===== config.mk =====
export PLATFORM = sky130hd
export DESIGN_NAME = dsp_audio_playback_controller_flat
export DESIGN_NICKNAME = d
export VERILOG_FILES = /design/src/design/dapc_pkg.sv /design/src/design/dapc_if.sv /design/src/design/dsp_audio_playback_controller.sv /design/src/design/dapc_front.sv /design/src/design/dapc_queue.sv /design/src/design/dapc_back.sv /design/src/flat_wrapper.sv
export SDC_FILE = /design/constraint.sdc
export NUM_CORES = 1
export LEC_CHECK = 0
export BUFFER_PORTS_ARGS = -buffer_cell sky130_fd_sc_hd__buf_2
export CAP_MARGIN = 20
export CELL_PAD_IN_SITES_DETAIL_PLACEMENT = 0
export CELL_PAD_IN_SITES_GLOBAL_PLACEMENT = 2
export CORE_MARGIN = 2
export CORE_UTILIZATION = 37
export DETAILED_ROUTE_END_ITERATION = 6
export HOLD_SLACK_MARGIN = 0.06
export PLACE_DENSITY = 0.73
export SLEW_MARGIN = 20
export SYNTH_ARGS = -nofsm -noshare
export SYNTH_HDL_FRONTEND = slang
export SYNTH_SLANG_ARGS = --single-unit

===== constraint.sdc =====
create_clock -name clock -period 2.3 [get_ports clock]
set_input_delay 0.345 -clock clock [delete_from_list [all_inputs] [get_ports clock]]
set_output_delay 0.345 -clock clock [all_outputs]
set_load 0.01 [all_outputs]

===== src/design/dapc_pkg.sv =====
`timescale 1ns / 1ps

package dapc_pkg;

   localparam logic [3:0] PORT_RESET = 4'h6;
   localparam logic [3:0] PORT_READ  = 4'hA;
   localparam logic [3:0] PORT_WRITE = 4'hC;
   localparam logic [3:0] PORT_POLL  = 4'hE;

   localparam logic [7:0] RESET_REPLY    = 8'hAA;
   localparam logic [7:0] READY_BIT      = 8'h80;
   localparam logic [7:0] UNMAPPED_READ  = 8'hFF;
   localparam logic [7:0] STATUS_READ    = 8'h00;
   localparam logic [7:0] CMD_TIME_CONST = 8'h40;
   localparam logic [7:0] CMD_BLOCK_LEN  = 8'h48;
   localparam logic [7:0] CMD_AUTO_PLAY  = 8'h1C;
   localparam logic [7:0] CMD_PAUSE      = 8'hD0;
   localparam logic [7:0] CMD_SPK_ON     = 8'hD1;
   localparam logic [7:0] CMD_SPK_OFF    = 8'hD3;

   localparam int QUEUE_DEPTH = 4;
   localparam int QUEUE_AW    = $clog2(QUEUE_DEPTH);

   typedef enum logic [1:0] {
      OP_WRITE = 2'd0,
      OP_READ  = 2'd1,
      OP_TICK  = 2'd2,
      OP_NOP   = 2'd3
   } opcode_type;

   typedef enum logic [2:0] {
      K_NOP,
      K_RESET_WR,
      K_CMD_WR,
      K_RD_DATA,
      K_RD_STATUS,
      K_RD_POLL,
      K_RD_UNMAPPED,
      K_TICK
   } kind_type;

   typedef struct packed {
      kind_type   kind;
      logic [7:0] data;
   } item_type;

   typedef struct packed {
      logic     valid;
      item_type item;
   } queue_head_type;

endpackage


===== src/design/dapc_if.sv =====
`timescale 1ns / 1ps

interface dapc_req_if;
   logic       valid;
   logic       ready;
   logic [1:0] opcode;
   logic [3:0] port_offset;
   logic [7:0] write_data;

   modport source (output valid, output opcode, output port_offset, output write_data,
                   input ready);
   modport sink   (input valid, input opcode, input port_offset, input write_data,
                   output ready);
endinterface

interface dapc_rsp_if;
   logic       valid;
   logic       ready;
   logic [7:0] read_data;
   logic       sample_request;
   logic       irq_line;
   logic       speaker_enabled;

   modport source (output valid, output read_data, output sample_request,
                   output irq_line, output speaker_enabled, input ready);
   modport sink   (input valid, input read_data, input sample_request,
                   input irq_line, input speaker_enabled, output ready);
endinterface


===== src/design/dsp_audio_playback_controller.sv =====
`timescale 1ns / 1ps
// An accepted item is written into the queue, then executed from its head into the output register.
// Throughput: one item per cycle while the queue is not full; the back end executes one queued item per cycle
// whenever its output register is empty or being taken.
// Reset: synchronous, active high; clears the queue, the output valid flag and all
// DSP state (no command pending, playback stopped, speaker off, IRQ low).
module dsp_audio_playback_controller (
   input  logic       clock,
   input  logic       reset,
   dapc_req_if.sink   req_if,
   dapc_rsp_if.source rsp_if
);

   logic                     push;
   logic                     pop;
   logic                     queue_full;
   dapc_pkg::item_type       push_item;
   dapc_pkg::queue_head_type head;

   dapc_front u_front (
      .req_if     (req_if),
      .queue_full (queue_full),
      .push       (push),
      .push_item  (push_item)
   );

   dapc_queue u_queue (
      .clock     (clock),
      .reset     (reset),
      .push      (push),
      .push_item (push_item),
      .full      (queue_full),
      .pop       (pop),
      .head      (head)
   );

   dapc_back u_back (
      .clock  (clock),
      .reset  (reset),
      .head   (head),
      .pop    (pop),
      .rsp_if (rsp_if)
   );

endmodule


===== src/design/dapc_front.sv =====
`timescale 1ns / 1ps

module dapc_front (
   dapc_req_if.sink          req_if,
   input  logic              queue_full,
   output logic              push,
   output dapc_pkg::item_type push_item
);

   dapc_pkg::opcode_type op;

   assign op            = dapc_pkg::opcode_type'(req_if.opcode);
   assign req_if.ready  = !queue_full;
   assign push          = req_if.valid && !queue_full;
   assign push_item.data = req_if.write_data;

   // decode port and opcode into one action for the back end
   always_comb begin
      push_item.kind = dapc_pkg::K_NOP;
      unique case (op)
         dapc_pkg::OP_WRITE: begin
            priority if (req_if.port_offset == dapc_pkg::PORT_RESET)
               push_item.kind = dapc_pkg::K_RESET_WR;
            else if (req_if.port_offset == dapc_pkg::PORT_WRITE)
               push_item.kind = dapc_pkg::K_CMD_WR;
            else
               push_item.kind = dapc_pkg::K_NOP;
         end
         dapc_pkg::OP_READ: begin
            priority if (req_if.port_offset == dapc_pkg::PORT_READ)
               push_item.kind = dapc_pkg::K_RD_DATA;
            else if (req_if.port_offset == dapc_pkg::PORT_WRITE)
               push_item.kind = dapc_pkg::K_RD_STATUS;
            else if (req_if.port_offset == dapc_pkg::PORT_POLL)
               push_item.kind = dapc_pkg::K_RD_POLL;
            else
               push_item.kind = dapc_pkg::K_RD_UNMAPPED;
         end
         dapc_pkg::OP_TICK: push_item.kind = dapc_pkg::K_TICK;
         dapc_pkg::OP_NOP:  push_item.kind = dapc_pkg::K_NOP;
      endcase
   end

endmodule


===== src/design/dapc_queue.sv =====
`timescale 1ns / 1ps

module dapc_queue (
   input  logic                     clock,
   input  logic                     reset,
   input  logic                     push,
   input  dapc_pkg::item_type       push_item,
   output logic                     full,
   input  logic                     pop,
   output dapc_pkg::queue_head_type head
);

   localparam logic [dapc_pkg::QUEUE_AW:0] DEPTH_CNT =
      (dapc_pkg::QUEUE_AW + 1)'(dapc_pkg::QUEUE_DEPTH);

   dapc_pkg::item_type mem [dapc_pkg::QUEUE_DEPTH];

   logic [dapc_pkg::QUEUE_AW-1:0] wr_ptr_ff, wr_ptr_in;
   logic [dapc_pkg::QUEUE_AW-1:0] rd_ptr_ff, rd_ptr_in;
   logic [dapc_pkg::QUEUE_AW:0]   count_ff, count_in;
   logic                          do_pop;

   assign full       = (count_ff == DEPTH_CNT);
   assign head.valid = (count_ff != '0);
   assign head.item  = mem[rd_ptr_ff];
   assign do_pop     = pop && head.valid;

   always_comb begin
      wr_ptr_in = push   ? wr_ptr_ff + 1'b1 : wr_ptr_ff;
      rd_ptr_in = do_pop ? rd_ptr_ff + 1'b1 : rd_ptr_ff;
      count_in  = count_ff;
      if (push && !do_pop)
         count_in = count_ff + 1'b1;
      else if (!push && do_pop)
         count_in = count_ff - 1'b1;
   end

   always_ff @(posedge clock) begin
      if (push)
         mem[wr_ptr_ff] <= push_item;
   end

   always_ff @(posedge clock) begin
      if (reset) begin
         wr_ptr_ff <= '0;
         rd_ptr_ff <= '0;
         count_ff  <= '0;
      end else begin
         wr_ptr_ff <= wr_ptr_in;
         rd_ptr_ff <= rd_ptr_in;
         count_ff  <= count_in;
      end
   end

endmodule


===== src/design/dapc_back.sv =====
`timescale 1ns / 1ps

module dapc_back (
   input  logic                     clock,
   input  logic                     reset,
   input  dapc_pkg::queue_head_type head,
   output logic                     pop,
   dapc_rsp_if.source               rsp_if
);

   typedef enum logic [1:0] {
      PEND_NONE,
      PEND_TC,
      PEND_LEN
   } pend_type;

   logic        reset_bit_ff, reset_bit_in;
   logic [7:0]  read_latch_ff, read_latch_in;
   logic        data_avail_ff, data_avail_in;
   pend_type    pend_ff, pend_in;
   logic        arg_idx_ff, arg_idx_in;
   logic [7:0]  time_const_ff, time_const_in;
   logic [15:0] block_len_ff, block_len_in;
   logic        speaker_ff, speaker_in;
   logic        playing_ff, playing_in;
   logic [7:0]  tick_cnt_ff, tick_cnt_in;
   logic [15:0] byte_cnt_ff, byte_cnt_in;
   logic        irq_ff, irq_in;

   logic        rsp_valid_ff;
   logic [7:0]  rsp_data_ff, rsp_data_in;
   logic        rsp_req_ff, rsp_req_in;
   logic        rsp_irq_ff;
   logic        rsp_spk_ff;

   logic [7:0]  d;
   logic [7:0]  limit;

   assign pop   = head.valid && (!rsp_valid_ff || rsp_if.ready);
   assign d     = head.item.data;
   assign limit = 8'hFF - time_const_ff;

   assign rsp_if.valid           = rsp_valid_ff;
   assign rsp_if.read_data       = rsp_data_ff;
   assign rsp_if.sample_request  = rsp_req_ff;
   assign rsp_if.irq_line        = rsp_irq_ff;
   assign rsp_if.speaker_enabled = rsp_spk_ff;

   always_comb begin
      reset_bit_in  = reset_bit_ff;
      read_latch_in = read_latch_ff;
      data_avail_in = data_avail_ff;
      pend_in       = pend_ff;
      arg_idx_in    = arg_idx_ff;
      time_const_in = time_const_ff;
      block_len_in  = block_len_ff;
      speaker_in    = speaker_ff;
      playing_in    = playing_ff;
      tick_cnt_in   = tick_cnt_ff;
      byte_cnt_in   = byte_cnt_ff;
      irq_in        = irq_ff;
      rsp_data_in   = '0;
      rsp_req_in    = 1'b0;

      unique case (head.item.kind)
         dapc_pkg::K_NOP: ;
         dapc_pkg::K_RESET_WR: begin
            reset_bit_in = d[0];
            // soft reset acts on the falling edge of the reset bit
            if (reset_bit_ff && !d[0]) begin
               read_latch_in = dapc_pkg::RESET_REPLY;
               data_avail_in = 1'b1;
               pend_in       = PEND_NONE;
               arg_idx_in    = 1'b0;
               playing_in    = 1'b0;
               irq_in        = 1'b0;
               speaker_in    = 1'b0;
            end
         end
         dapc_pkg::K_CMD_WR: begin
            priority if (pend_ff == PEND_TC) begin
               time_const_in = d;
               pend_in       = PEND_NONE;
               arg_idx_in    = 1'b0;
            end else if (pend_ff == PEND_LEN) begin
               if (!arg_idx_ff) begin
                  block_len_in = {block_len_ff[15:8], d};
                  arg_idx_in   = 1'b1;
               end else begin
                  block_len_in = {d, block_len_ff[7:0]};
                  arg_idx_in   = 1'b0;
                  pend_in      = PEND_NONE;
               end
            end else begin
               pend_in    = PEND_NONE;
               arg_idx_in = 1'b0;
               unique case (d)
                  dapc_pkg::CMD_TIME_CONST: pend_in = PEND_TC;
                  dapc_pkg::CMD_BLOCK_LEN:  pend_in = PEND_LEN;
                  dapc_pkg::CMD_AUTO_PLAY: begin
                     playing_in  = 1'b1;
                     tick_cnt_in = '0;
                     byte_cnt_in = block_len_ff;
                  end
                  dapc_pkg::CMD_PAUSE:   playing_in = 1'b0;
                  dapc_pkg::CMD_SPK_ON:  speaker_in = 1'b1;
                  dapc_pkg::CMD_SPK_OFF: speaker_in = 1'b0;
                  default: ;
               endcase
            end
         end
         dapc_pkg::K_RD_DATA: begin
            rsp_data_in   = read_latch_ff;
            data_avail_in = 1'b0;
         end
         dapc_pkg::K_RD_STATUS: rsp_data_in = dapc_pkg::STATUS_READ;
         dapc_pkg::K_RD_POLL: begin
            rsp_data_in = data_avail_ff ? dapc_pkg::READY_BIT : 8'h00;
            irq_in      = 1'b0;
         end
         dapc_pkg::K_RD_UNMAPPED: rsp_data_in = dapc_pkg::UNMAPPED_READ;
         dapc_pkg::K_TICK: begin
            if (playing_ff) begin
               if (tick_cnt_ff >= limit) begin
                  tick_cnt_in = '0;
                  rsp_req_in  = 1'b1;
                  // auto-init: reload the count at block end
                  if (byte_cnt_ff == '0) begin
                     irq_in      = 1'b1;
                     byte_cnt_in = block_len_ff;
                  end else begin
                     byte_cnt_in = byte_cnt_ff - 16'd1;
                  end
               end else begin
                  tick_cnt_in = tick_cnt_ff + 8'd1;
               end
            end
         end
         default: ;
      endcase
   end

   always_ff @(posedge clock) begin
      if (reset) begin
         reset_bit_ff  <= 1'b0;
         read_latch_ff <= '0;
         data_avail_ff <= 1'b0;
         pend_ff       <= PEND_NONE;
         arg_idx_ff    <= 1'b0;
         time_const_ff <= '0;
         block_len_ff  <= '0;
         speaker_ff    <= 1'b0;
         playing_ff    <= 1'b0;
         tick_cnt_ff   <= '0;
         byte_cnt_ff   <= '0;
         irq_ff        <= 1'b0;
         rsp_valid_ff  <= 1'b0;
      end else begin
         if (pop) begin
            reset_bit_ff  <= reset_bit_in;
            read_latch_ff <= read_latch_in;
            data_avail_ff <= data_avail_in;
            pend_ff       <= pend_in;
            arg_idx_ff    <= arg_idx_in;
            time_const_ff <= time_const_in;
            block_len_ff  <= block_len_in;
            speaker_ff    <= speaker_in;
            playing_ff    <= playing_in;
            tick_cnt_ff   <= tick_cnt_in;
            byte_cnt_ff   <= byte_cnt_in;
            irq_ff        <= irq_in;
         end
         if (pop)
            rsp_valid_ff <= 1'b1;
         else if (rsp_if.ready)
            rsp_valid_ff <= 1'b0;
      end
   end

   always_ff @(posedge clock) begin
      if (pop) begin
         rsp_data_ff <= rsp_data_in;
         rsp_req_ff  <= rsp_req_in;
         rsp_irq_ff  <= irq_in;
         rsp_spk_ff  <= speaker_in;
      end
   end

endmodule

===== src/flat_wrapper.sv =====
// flat-port wrapper written by rule: the top's interface ports become plain ports
module dsp_audio_playback_controller_flat 
  (clock, reset, req_if_valid, req_if_opcode, req_if_port_offset, req_if_write_data, req_if_ready, rsp_if_valid, rsp_if_read_data, rsp_if_sample_request, rsp_if_irq_line, rsp_if_speaker_enabled, rsp_if_ready);
  dapc_req_if req_if_i ();
  dapc_rsp_if rsp_if_i ();
  input  logic clock;
  input  logic reset;
  input wire logic [$bits(req_if_i.valid)-1:0] req_if_valid;
  input wire logic [$bits(req_if_i.opcode)-1:0] req_if_opcode;
  input wire logic [$bits(req_if_i.port_offset)-1:0] req_if_port_offset;
  input wire logic [$bits(req_if_i.write_data)-1:0] req_if_write_data;
  output wire logic [$bits(req_if_i.ready)-1:0] req_if_ready;
  output wire logic [$bits(rsp_if_i.valid)-1:0] rsp_if_valid;
  output wire logic [$bits(rsp_if_i.read_data)-1:0] rsp_if_read_data;
  output wire logic [$bits(rsp_if_i.sample_request)-1:0] rsp_if_sample_request;
  output wire logic [$bits(rsp_if_i.irq_line)-1:0] rsp_if_irq_line;
  output wire logic [$bits(rsp_if_i.speaker_enabled)-1:0] rsp_if_speaker_enabled;
  input wire logic [$bits(rsp_if_i.ready)-1:0] rsp_if_ready;
  assign req_if_i.valid = req_if_valid;
  assign req_if_i.opcode = req_if_opcode;
  assign req_if_i.port_offset = req_if_port_offset;
  assign req_if_i.write_data = req_if_write_data;
  assign req_if_ready = req_if_i.ready;
  assign rsp_if_valid = rsp_if_i.valid;
  assign rsp_if_read_data = rsp_if_i.read_data;
  assign rsp_if_sample_request = rsp_if_i.sample_request;
  assign rsp_if_irq_line = rsp_if_i.irq_line;
  assign rsp_if_speaker_enabled = rsp_if_i.speaker_enabled;
  assign rsp_if_i.ready = rsp_if_ready;
  dsp_audio_playback_controller u_core (.clock(clock), .reset(reset), .req_if(req_if_i), .rsp_if(rsp_if_i));
endmodule

==> results of run 1 <==
## layout by cell type (no fill, tap or decap), types with 5 or more instances in the layout
| cell type | count |
|---|---|
| sky130_fd_sc_hd__a211oi_1 | 5 |
| sky130_fd_sc_hd__a21oi_1 | 24 |
| sky130_fd_sc_hd__a31oi_1 | 11 |
| sky130_fd_sc_hd__a32o_1 | 5 |
| sky130_fd_sc_hd__and3_1 | 5 |
| sky130_fd_sc_hd__buf_2 | 30 |
| sky130_fd_sc_hd__buf_4 | 68 |
| sky130_fd_sc_hd__buf_6 | 11 |
| sky130_fd_sc_hd__clkbuf_16 | 17 |
| sky130_fd_sc_hd__clkinvlp_4 | 5 |
| sky130_fd_sc_hd__dfxtp_1 | 63 |
| sky130_fd_sc_hd__edfxtp_1 | 50 |
| sky130_fd_sc_hd__ha_1 | 15 |
| sky130_fd_sc_hd__inv_1 | 11 |
| sky130_fd_sc_hd__mux2i_1 | 21 |
| sky130_fd_sc_hd__mux4_2 | 11 |
| sky130_fd_sc_hd__nand2_1 | 37 |
| sky130_fd_sc_hd__nand2b_1 | 5 |
| sky130_fd_sc_hd__nand3_1 | 22 |
| sky130_fd_sc_hd__nor2_1 | 47 |
| sky130_fd_sc_hd__nor3_1 | 17 |
| sky130_fd_sc_hd__nor3_2 | 7 |
| sky130_fd_sc_hd__o21ai_0 | 22 |
| sky130_fd_sc_hd__or3_1 | 8 |
| sky130_fd_sc_hd__xnor2_1 | 9 |
## final timing paths
kind | startpoint | endpoint | slack [ns] | depth (start not counted)
max | register | u_core.u_back.tick_cnt_ff[3] | -0.06 | 7
min | req_if_write_data[4] | u_core.u_queue.mem[1][4] | 0.14 | 1
max reg2reg | register | u_core.u_back.tick_cnt_ff[3] | -0.06 | 7
min reg2reg | u_core.u_back.block_len_ff[5] | u_core.u_back.block_len_ff[5] | 0.46 | 2
## where the power goes
part	leakage (nW)	total, mW	switching, mW	internal, mW
Sequential	1.01	2.53	0.118	2.41
Combinational	1.54	2.24	1.23	1.01
Clock	0.278	2.68	0.954	1.73
Total	2.82	7.45	2.30	5.15
## stage by stage
step | std cells | setup TNS (ns) | instance area (µm²)
2_1_floorplan | 518 | -1.603 | 5648
5_1_grt | 817 | -5.408 | 7411
3_3_place_gp | 771 | -5.548 | 6414
3_5_place_dp | 771 | -7.669 | 6414
4_1_cts | 812 | -0.5978 | 7252
6_report | 817 | -0.6881 | 7411
## metal layers
metal  wire [µm]  vias to the layer above  track usage
met3         425                       24      0.05151
met1        6462                     2159       0.2248
li1            -                     2126            -
met4         319                        0      0.08791
met2        6835                       80       0.2941
met5           0                        -            0
## sequential cells by signal, summed over array words and instances, names as in the netlist, 2 cells and up, named ones only
| signal | count |
|---|---|
| u_core.u_queue.rd_ptr_ff | 2 |
| u_core.u_queue.count_ff | 3 |
| u_core.u_queue.mem | 44 |
| u_core.u_queue.wr_ptr_ff | 2 |
| u_core.u_back.time_const_ff | 8 |
| u_core.u_back.rsp_if.read_data | 3 |
| u_core.u_back.tick_cnt_ff | 8 |
| u_core.u_back.byte_cnt_ff | 16 |
| u_core.u_back.pend_ff | 2 |
| u_core.u_back.block_len_ff | 16 |
## kinds of logic after synthesis
group | Yosys count | share of synthesized area
buf+inv | 46 | 0.04242
mux | 34 | 0.09154
xor+xnor | 12 | 0.01876
flops | 117 | 0.5073
compound gates | 91 | 0.1107
fa+ha+maj | 17 | 0.03929
simple gates | 201 | 0.1900
## area by class of cell
| cell class | instances | share of cell area |
|---|---|---|
| multi-input cells | 356 | 0.3735 |
| well taps | 184 | 0.03107 |
| inverters | 13 | 0.006584 |
| clock inverters | 12 | 0.02094 |
| flip-flops and latches | 117 | 0.3846 |
| repair buffers | 115 | 0.1231 |
| clock buffers | 20 | 0.06027 |
## what timing repair did
action | CTS | global route
endpoints found under the hold margin | 0 | 0
setup buffers | 8 | 6
gates resized for setup | 51 | 24
gates cloned | 2 | 0
endpoints found under the setup margin | 54 | 55
pin swaps | 15 | 15
==> metrics.log, run 1 <==
[metrics] worst relative slew slack: 0.6086
[metrics] count of inserted antenna diode cells: 0
[metrics] synthesized netlist net count: 553
[metrics] maximum buffer depth of the clock tree: 2
[metrics] IO Pins: 31
[metrics] worst-case clock skew: between 0.007 and 0.008 ns
[metrics] Cells after Synth: around 520
[metrics] area of the die: between 15,000 and 20,000 µm²
[metrics] filler cell count in the final layout: approximately 1,400
[metrics] Worst Slack Setup Final: -0.05753 ns
[metrics] pin count of the biggest net entering global routing: 26
[metrics] setup repair after global routing missed its margin: true
[metrics] kind of capture point of the worst setup path: register
[metrics] Clk Tree Root Cell: sky130_fd_sc_hd__clkbuf_16
[metrics] sort of element at the start of the critical path: register
[metrics] clock-pin transition on the worst setup and hold timing paths: approximately 0.050 ns
[metrics] Netlist cell types: between 60 and 70
[metrics] result of the run: finished, violations left
[metrics] worst skew pair latency: ~0.42 ns
[metrics] core region area: 14,640 µm²
[metrics] multi-input logic area: between 2000 and 3000 µm²
[metrics] Avg Inst Size Synth: between 10 and 15 µm²
[metrics] global router's overall resource usage: 0.1818
[metrics] Setup Crit Path Kind: reg2reg
[metrics] leakage power figure: 2.824 nW
[metrics] number of I/O port buffers: 30
[metrics] number of flops mapped to enable cells by yosys: 50
[metrics] post-synthesis to final-layout area growth: 32.24%
[metrics] number of hold violations in the final report: 0
[metrics] final critical-path required period: approximately 2.4 ns
[metrics] pre-CTS setup slack: -0.2333 ns
[metrics] post-synthesis cell type with the largest combined area: sky130_fd_sc_hd__edfxtp_1
[metrics] Main synth FF type: sky130_fd_sc_hd__dfxtp_1
[metrics] worst-margin pin slew: roughly 0.6 ns
[metrics] global-route wire length before repair: between 20 and 25 mm
[metrics] number of clock buffers inserted by TritonCTS: 17
[metrics] CP max stage cell: sky130_fd_sc_hd__mux4_2
[metrics] Critical path buffers and inverters: 2
[metrics] routed wirelength normalized by instance count: 17.19 µm
[metrics] Final Setup Violations: 26
[metrics] commonest cells in the synthesized netlist: sky130_fd_sc_hd__dfxtp_1 (67), sky130_fd_sc_hd__edfxtp_1 (50), sky130_fd_sc_hd__nor2_1 (49)
[metrics] combined flip-flop and latch cell area: between 2000 and 3000 µm²
[metrics] dominant cell by count in the synthesized netlist: sky130_fd_sc_hd__dfxtp_1
[metrics] final weighted congestion in routability-driven placement: roughly 0.79
[metrics] count of vias placed by the detailed router: approximately 4,400
[metrics] number of max-slew violations in the final report: 0
[metrics] count of routing violations after the opening detailed-route iteration: 286
[metrics] path category of the worst min-delay check: in2reg
[metrics] worst path cell trace: buf_8, mux4_2, and4b_1, buf_4, a31oi_4, or4_4, a211oi_2
[metrics] peak supply drop: 0.6116 mV
[metrics] total grt overflow: 0
[metrics] number of sinks driven by the clock tree: between 100 and 150
[metrics] post-detailed-route via-to-cell ratio: around 5.4
[metrics] drc violations: 0
[metrics] summed instance area of the synthesized netlist: 5604 µm²
[metrics] sequential-to-total area share from yosys stat: 0.5073
[metrics] PD cells: roughly 1000 nW/µm²
[metrics] row cnt: 44
[metrics] fraction of registers with async set/reset: 0
[metrics] f_max: between 400 and 500 MHz
[metrics] cell class contributing the biggest share of worst-path delay: simple AND/OR/NAND/NOR gates
[metrics] post-layout net count: roughly 660
[metrics] failing checks: setup timing
[metrics] maximum level of the CTS H-tree: 4
[metrics] count of hold-fix buffers inserted at cts: 0
[metrics] clock tree from TritonCTS: yes
[metrics] Yosys warning count: 0
[metrics] initial antenna violation count: 0
[metrics] register bit total from synthesis: 117
[metrics] number of global-route vias before repair: 4,493
[metrics] count of antenna-violating nets left after detailed routing: 0
[metrics] total iterations of the first detailed-routing run: 4
[metrics] worst hold-check slack: approximately 0.14 ns
[metrics] die height: around 130 µm
[metrics] delay of the slowest cell on the worst path: around 0.50 ns
[metrics] ratio of final minimum period to clock period: 1.025
[metrics] Horiz. Die Dim: between 100 and 150 µm
[metrics] leading post-synthesis cells by cell area: sky130_fd_sc_hd__edfxtp_1 (27%), sky130_fd_sc_hd__dfxtp_1 (24%), sky130_fd_sc_hd__mux4_1 (4.2%)
[metrics] detailed-placement wirelength estimate: around 9.6 mm
[metrics] post-detailed-routing wire length: between 10 and 15 mm
[metrics] maximum fanout along the worst path: 8
[metrics] CP Data Required Time: 2.64 ns
[metrics] maxcap violations: 0
[metrics] share of Yosys cell area claimed by the top area cell type: 0.2679
[metrics] initial standard-cell utilization of the core: 0.3827
[metrics] share of post-route cells with drive strength above 1: 0.3397
[metrics] final core utilization: 0.5061
[metrics] overall power after layout: roughly 7.5 mW
[metrics] arrival time at the worst endpoint: 2.70 ns
No activity file was read; power rests on OpenSTA's default activity.
==> run 2: changes to the inputs <==
--- a/config.mk
+++ b/config.mk
@@ -9,6 +9,7 @@
 export CAP_MARGIN = 20
 export CELL_PAD_IN_SITES_DETAIL_PLACEMENT = 0
 export CELL_PAD_IN_SITES_GLOBAL_PLACEMENT = 2
+export CORE_ASPECT_RATIO = 1.2
 export CORE_MARGIN = 2
 export CORE_UTILIZATION = 37
 export DETAILED_ROUTE_END_ITERATION = 6
==> run 2 against run 1 <==
The flow still finishes with violations (setup timing); via count down 0.62%; routed wire length up 1.2%; first-iteration DRC count down 40%; clock skew up 0.0029 ns; critical endpoint unchanged; largest cell class unchanged; largest power group unchanged.
==> metrics.log, run 2 (synthesis gave the netlist of run 1 again) <==
[metrics] count of antenna-violating nets left after detailed routing: 0 (unchanged)
[metrics] number of hold violations in the final report: 0 (unchanged)
[metrics] delay of the slowest cell on the worst path: 0.60 ns (+0.10 ns)
[metrics] CP dominant cell by count: sky130_fd_sc_hd__buf_6
[metrics] number of sinks driven by the clock tree: 117 (unchanged)
[metrics] Largest Register: u_core.u_queue.mem
[metrics] total stage count of the critical path: 7 (unchanged)
[metrics] Worst Slack Setup Final: -0.05455 ns (+0.002983 ns)
[metrics] overall power after layout: 7.589 mW (+1.8%)
[metrics] routed wirelength normalized by instance count: 16.92 µm (-1.6%)
[metrics] top flop regs: u_core.u_queue.mem (44), u_core.u_back.block_len_ff (16), u_core.u_back.byte_cnt_ff (16)
[metrics] maximum buffer depth of the clock tree: 2 (unchanged)
[metrics] sort of element at the start of the critical path: register
[metrics] worst-margin pin slew: 0.6103 ns (+0.02320 ns)
[metrics] setup TNS: -0.3253 ns (+0.3628 ns)
[metrics] worst path cell trace: mux4_2, buf_6, nand4b_1, nand3_4, buf_6, or4_4, a211oi_2
[metrics] count of vias placed by the detailed router: 4,362 (-0.62%)
[metrics] most frequent standard cell in the layout excluding fill and tap cells: sky130_fd_sc_hd__dfxtp_1
[metrics] drc violations: 0 (unchanged)
[metrics] Clk Tree Root Cell: sky130_fd_sc_hd__clkbuf_16
[metrics] kind of capture point of the worst setup path: register
[metrics] count of routing violations after the opening detailed-route iteration: 173 (-40%)
[metrics] share of post-route cells with drive strength above 1: 0.3585 (+0.01884)
[metrics] total grt overflow: 0 (unchanged)
[metrics] number of max-slew violations in the final report: 0 (unchanged)
[metrics] commonest cells after routing, fill and taps aside: sky130_fd_sc_hd__dfxtp_1 (62), sky130_fd_sc_hd__buf_4 (59), sky130_fd_sc_hd__edfxtp_1 (50)
[metrics] filler cell count in the final layout: 1,355 (+0.37%)
[metrics] maxcap violations: 0 (unchanged)
[metrics] detailed-placement wirelength estimate: 9.703 mm (+1.1%)
[metrics] number of stages on the worst hold path: 1 (unchanged)
[metrics] Critical path buffers and inverters: 2 (unchanged)
[metrics] area of the die: 16,150 µm² (about the same)
[metrics] global-route wire length before repair: 22.69 mm (-0.12%)
[metrics] Horiz. Die Dim: 116.3 µm (-8.4%)
[metrics] path category of the worst min-delay check: in2reg
[metrics] global router's overall resource usage: 0.1838 (+0.002022)
[metrics] post-synthesis to final-layout area growth: 34.14%
[metrics] row cnt: 49 (+11%)
[metrics] leakage power figure: 2.842 nW (+0.62%)
[metrics] initial standard-cell utilization of the core: 0.3762 (-0.006524)
[metrics] clock tree from TritonCTS: yes
[metrics] initial antenna violation count: 0 (unchanged)
[metrics] core region area: 14,900 µm² (+1.7%)
[metrics] maximum level of the CTS H-tree: 4 (unchanged)
[metrics] worst relative slew slack: 0.5931 (-0.01547)
[metrics] number of I/O port buffers: 30 (unchanged)
[metrics] peak supply drop: 0.5870 mV (-4.0%)
[metrics] pin count of the biggest net entering global routing: 37 (+42%)
[metrics] worst skew pair latency: 0.41 ns (about the same)
[metrics] PD cells: 1010 nW/µm² (+0.38%)
[metrics] maximum fanout along the worst path: 5 (-3)
[metrics] CP max stage cell: sky130_fd_sc_hd__mux4_2
[metrics] result of the run: finished, violations left
[metrics] arrival time at the worst endpoint: 2.69 ns (about the same)
[metrics] Cell Area, Placed: 6456 µm² (+0.66%)
[metrics] CP Data Required Time: 2.63 ns (about the same)
[metrics] final weighted congestion in routability-driven placement: 0.7547 (-4.5%)
[metrics] number of clock buffers inserted by TritonCTS: 17 (unchanged)
[metrics] f_max: 424.7 MHz (+0.13%)
[metrics] cell area after layout: 7517 µm² (+1.4%)
[metrics] setup repair after global routing missed its margin: true
[metrics] post-detailed-routing wire length: 14.21 mm (+1.2%)
[metrics] number of standard cells in the final layout excluding fillers: 840 (+2.8%)
[metrics] flip-flop count of the largest register, all copies and words added: 44 (unchanged)
[metrics] IO Pins: 31 (unchanged)
[metrics] clock-pin transition on the worst setup and hold timing paths: 0.06 ns (about the same)
[metrics] ratio of final minimum period to clock period: 1.024 (-0.001297)
[metrics] cell class contributing the biggest share of worst-path delay: simple AND/OR/NAND/NOR gates
[metrics] die height: 138.8 µm (+9.2%)
[metrics] Worst R2R Path Depth: 7 (unchanged)
[metrics] number of global-route vias before repair: 4,467 (-0.58%)
[metrics] Setup Crit Path Kind: reg2reg
[metrics] worst-case clock skew: 0.01041 ns (+0.002882 ns)
[metrics] post-layout net count: 658 (+0.46%)
[metrics] post-detailed-route via-to-cell ratio: 5.193 (-3.3%)
[metrics] failing checks: setup timing
[metrics] final critical-path required period: 2.355 ns (-0.002983 ns)
[metrics] count of inserted antenna diode cells: 0 (unchanged)
[metrics] Final Setup Violations: 20 (-23%)
[metrics] total iterations of the first detailed-routing run: 5 (+1)
[metrics] number of cells in the design after placement: 795 (+3.1%)
==> run 2: cell types whose count changed in the layout (fill, tap and decap cells not counted), sizes merged <==
cell / previous run / this run
buf: 114 / 117
clkinvlp: 5 / 2
clkbuf: 20 / 22
clkinv: 4 / 6
bufbuf: 1 / 0
==> run 2: worst register-to-register path, cell delays in order (launching register included) <==
cell,delay [ns]
sky130_fd_sc_hd__dfxtp_4,0.39
sky130_fd_sc_hd__mux4_2,0.60
sky130_fd_sc_hd__buf_6,0.16
sky130_fd_sc_hd__nand4b_1,0.15
sky130_fd_sc_hd__nand3_4,0.12
sky130_fd_sc_hd__buf_6,0.15
sky130_fd_sc_hd__or4_4,0.50
sky130_fd_sc_hd__a211oi_2,0.19
==> run 2: area by class of cell <==
cell class / instances / area [µm²] / area share
Clock buffer: 21 / 460.4 / 0.06125
Clock inverter: 11 / 131.4 / 0.01748
Inverter: 13 / 48.80 / 0.006491
Multi-Input combinational cell: 356 / 2823 / 0.3755
Sequential cell: 117 / 2851 / 0.3793
Tap cell: 204 / 255.2 / 0.03395
Timing Repair Buffer: 118 / 947.2 / 0.1260
==> run 2: layer usage <==
metal,GRT usage,routed length (µm),share of wire
met4,0.09085,388,0.027
met2,0.3094,7353,0.52
met1,0.2237,6053,0.43
met5,0,0,0
met3,0.03278,416,0.029
==> run 2: per-stage QoR <==
stage | worst slack (ns) | hold WS, ns | util
finish | -0.05455 | 0.1443 | 0.5046
global route | -0.1510 | 0.1401 | 0.5046
CTS | -0.07188 | 0.1261 | 0.4882
detailed placement | -0.2007 | 0.4472 | 0.4334
global placement | -0.2026 | 0.4464 | 0.4334
floorplan | -0.1003 | 0.4332 | -
==> run 2: final timing paths <==
| check | startpoint | end | slack [ns] |
|---|---|---|---|
| worst max-delay path | register | u_core.u_back.tick_cnt_ff[3] | -0.05 |
| worst min-delay path | req_if_write_data[5] | u_core.u_queue.mem[0][5] | 0.14 |
| worst max register to register | register | u_core.u_back.tick_cnt_ff[3] | -0.05 |
| worst min register to register | u_core.u_back.block_len_ff[5] | u_core.u_back.block_len_ff[5] | 0.45 |
==> run 2: power breakdown <==
part / total [mW] / internal (mW) / switching, mW
clock network: 2.65 / 1.74 / 0.907
registers: 2.53 / 2.42 / 0.118
logic: 2.41 / 1.11 / 1.30
total: 7.59 / 5.27 / 2.32
==> run 2: what timing repair did <==
action	in CTS	in global routing
gates cloned	4	2
hold buffers	0	0
resized for setup	56	42
pin swaps	21	22
endpoints found under the setup margin	53	52
endpoints found under the hold margin	0	0
setup buffers	4	3
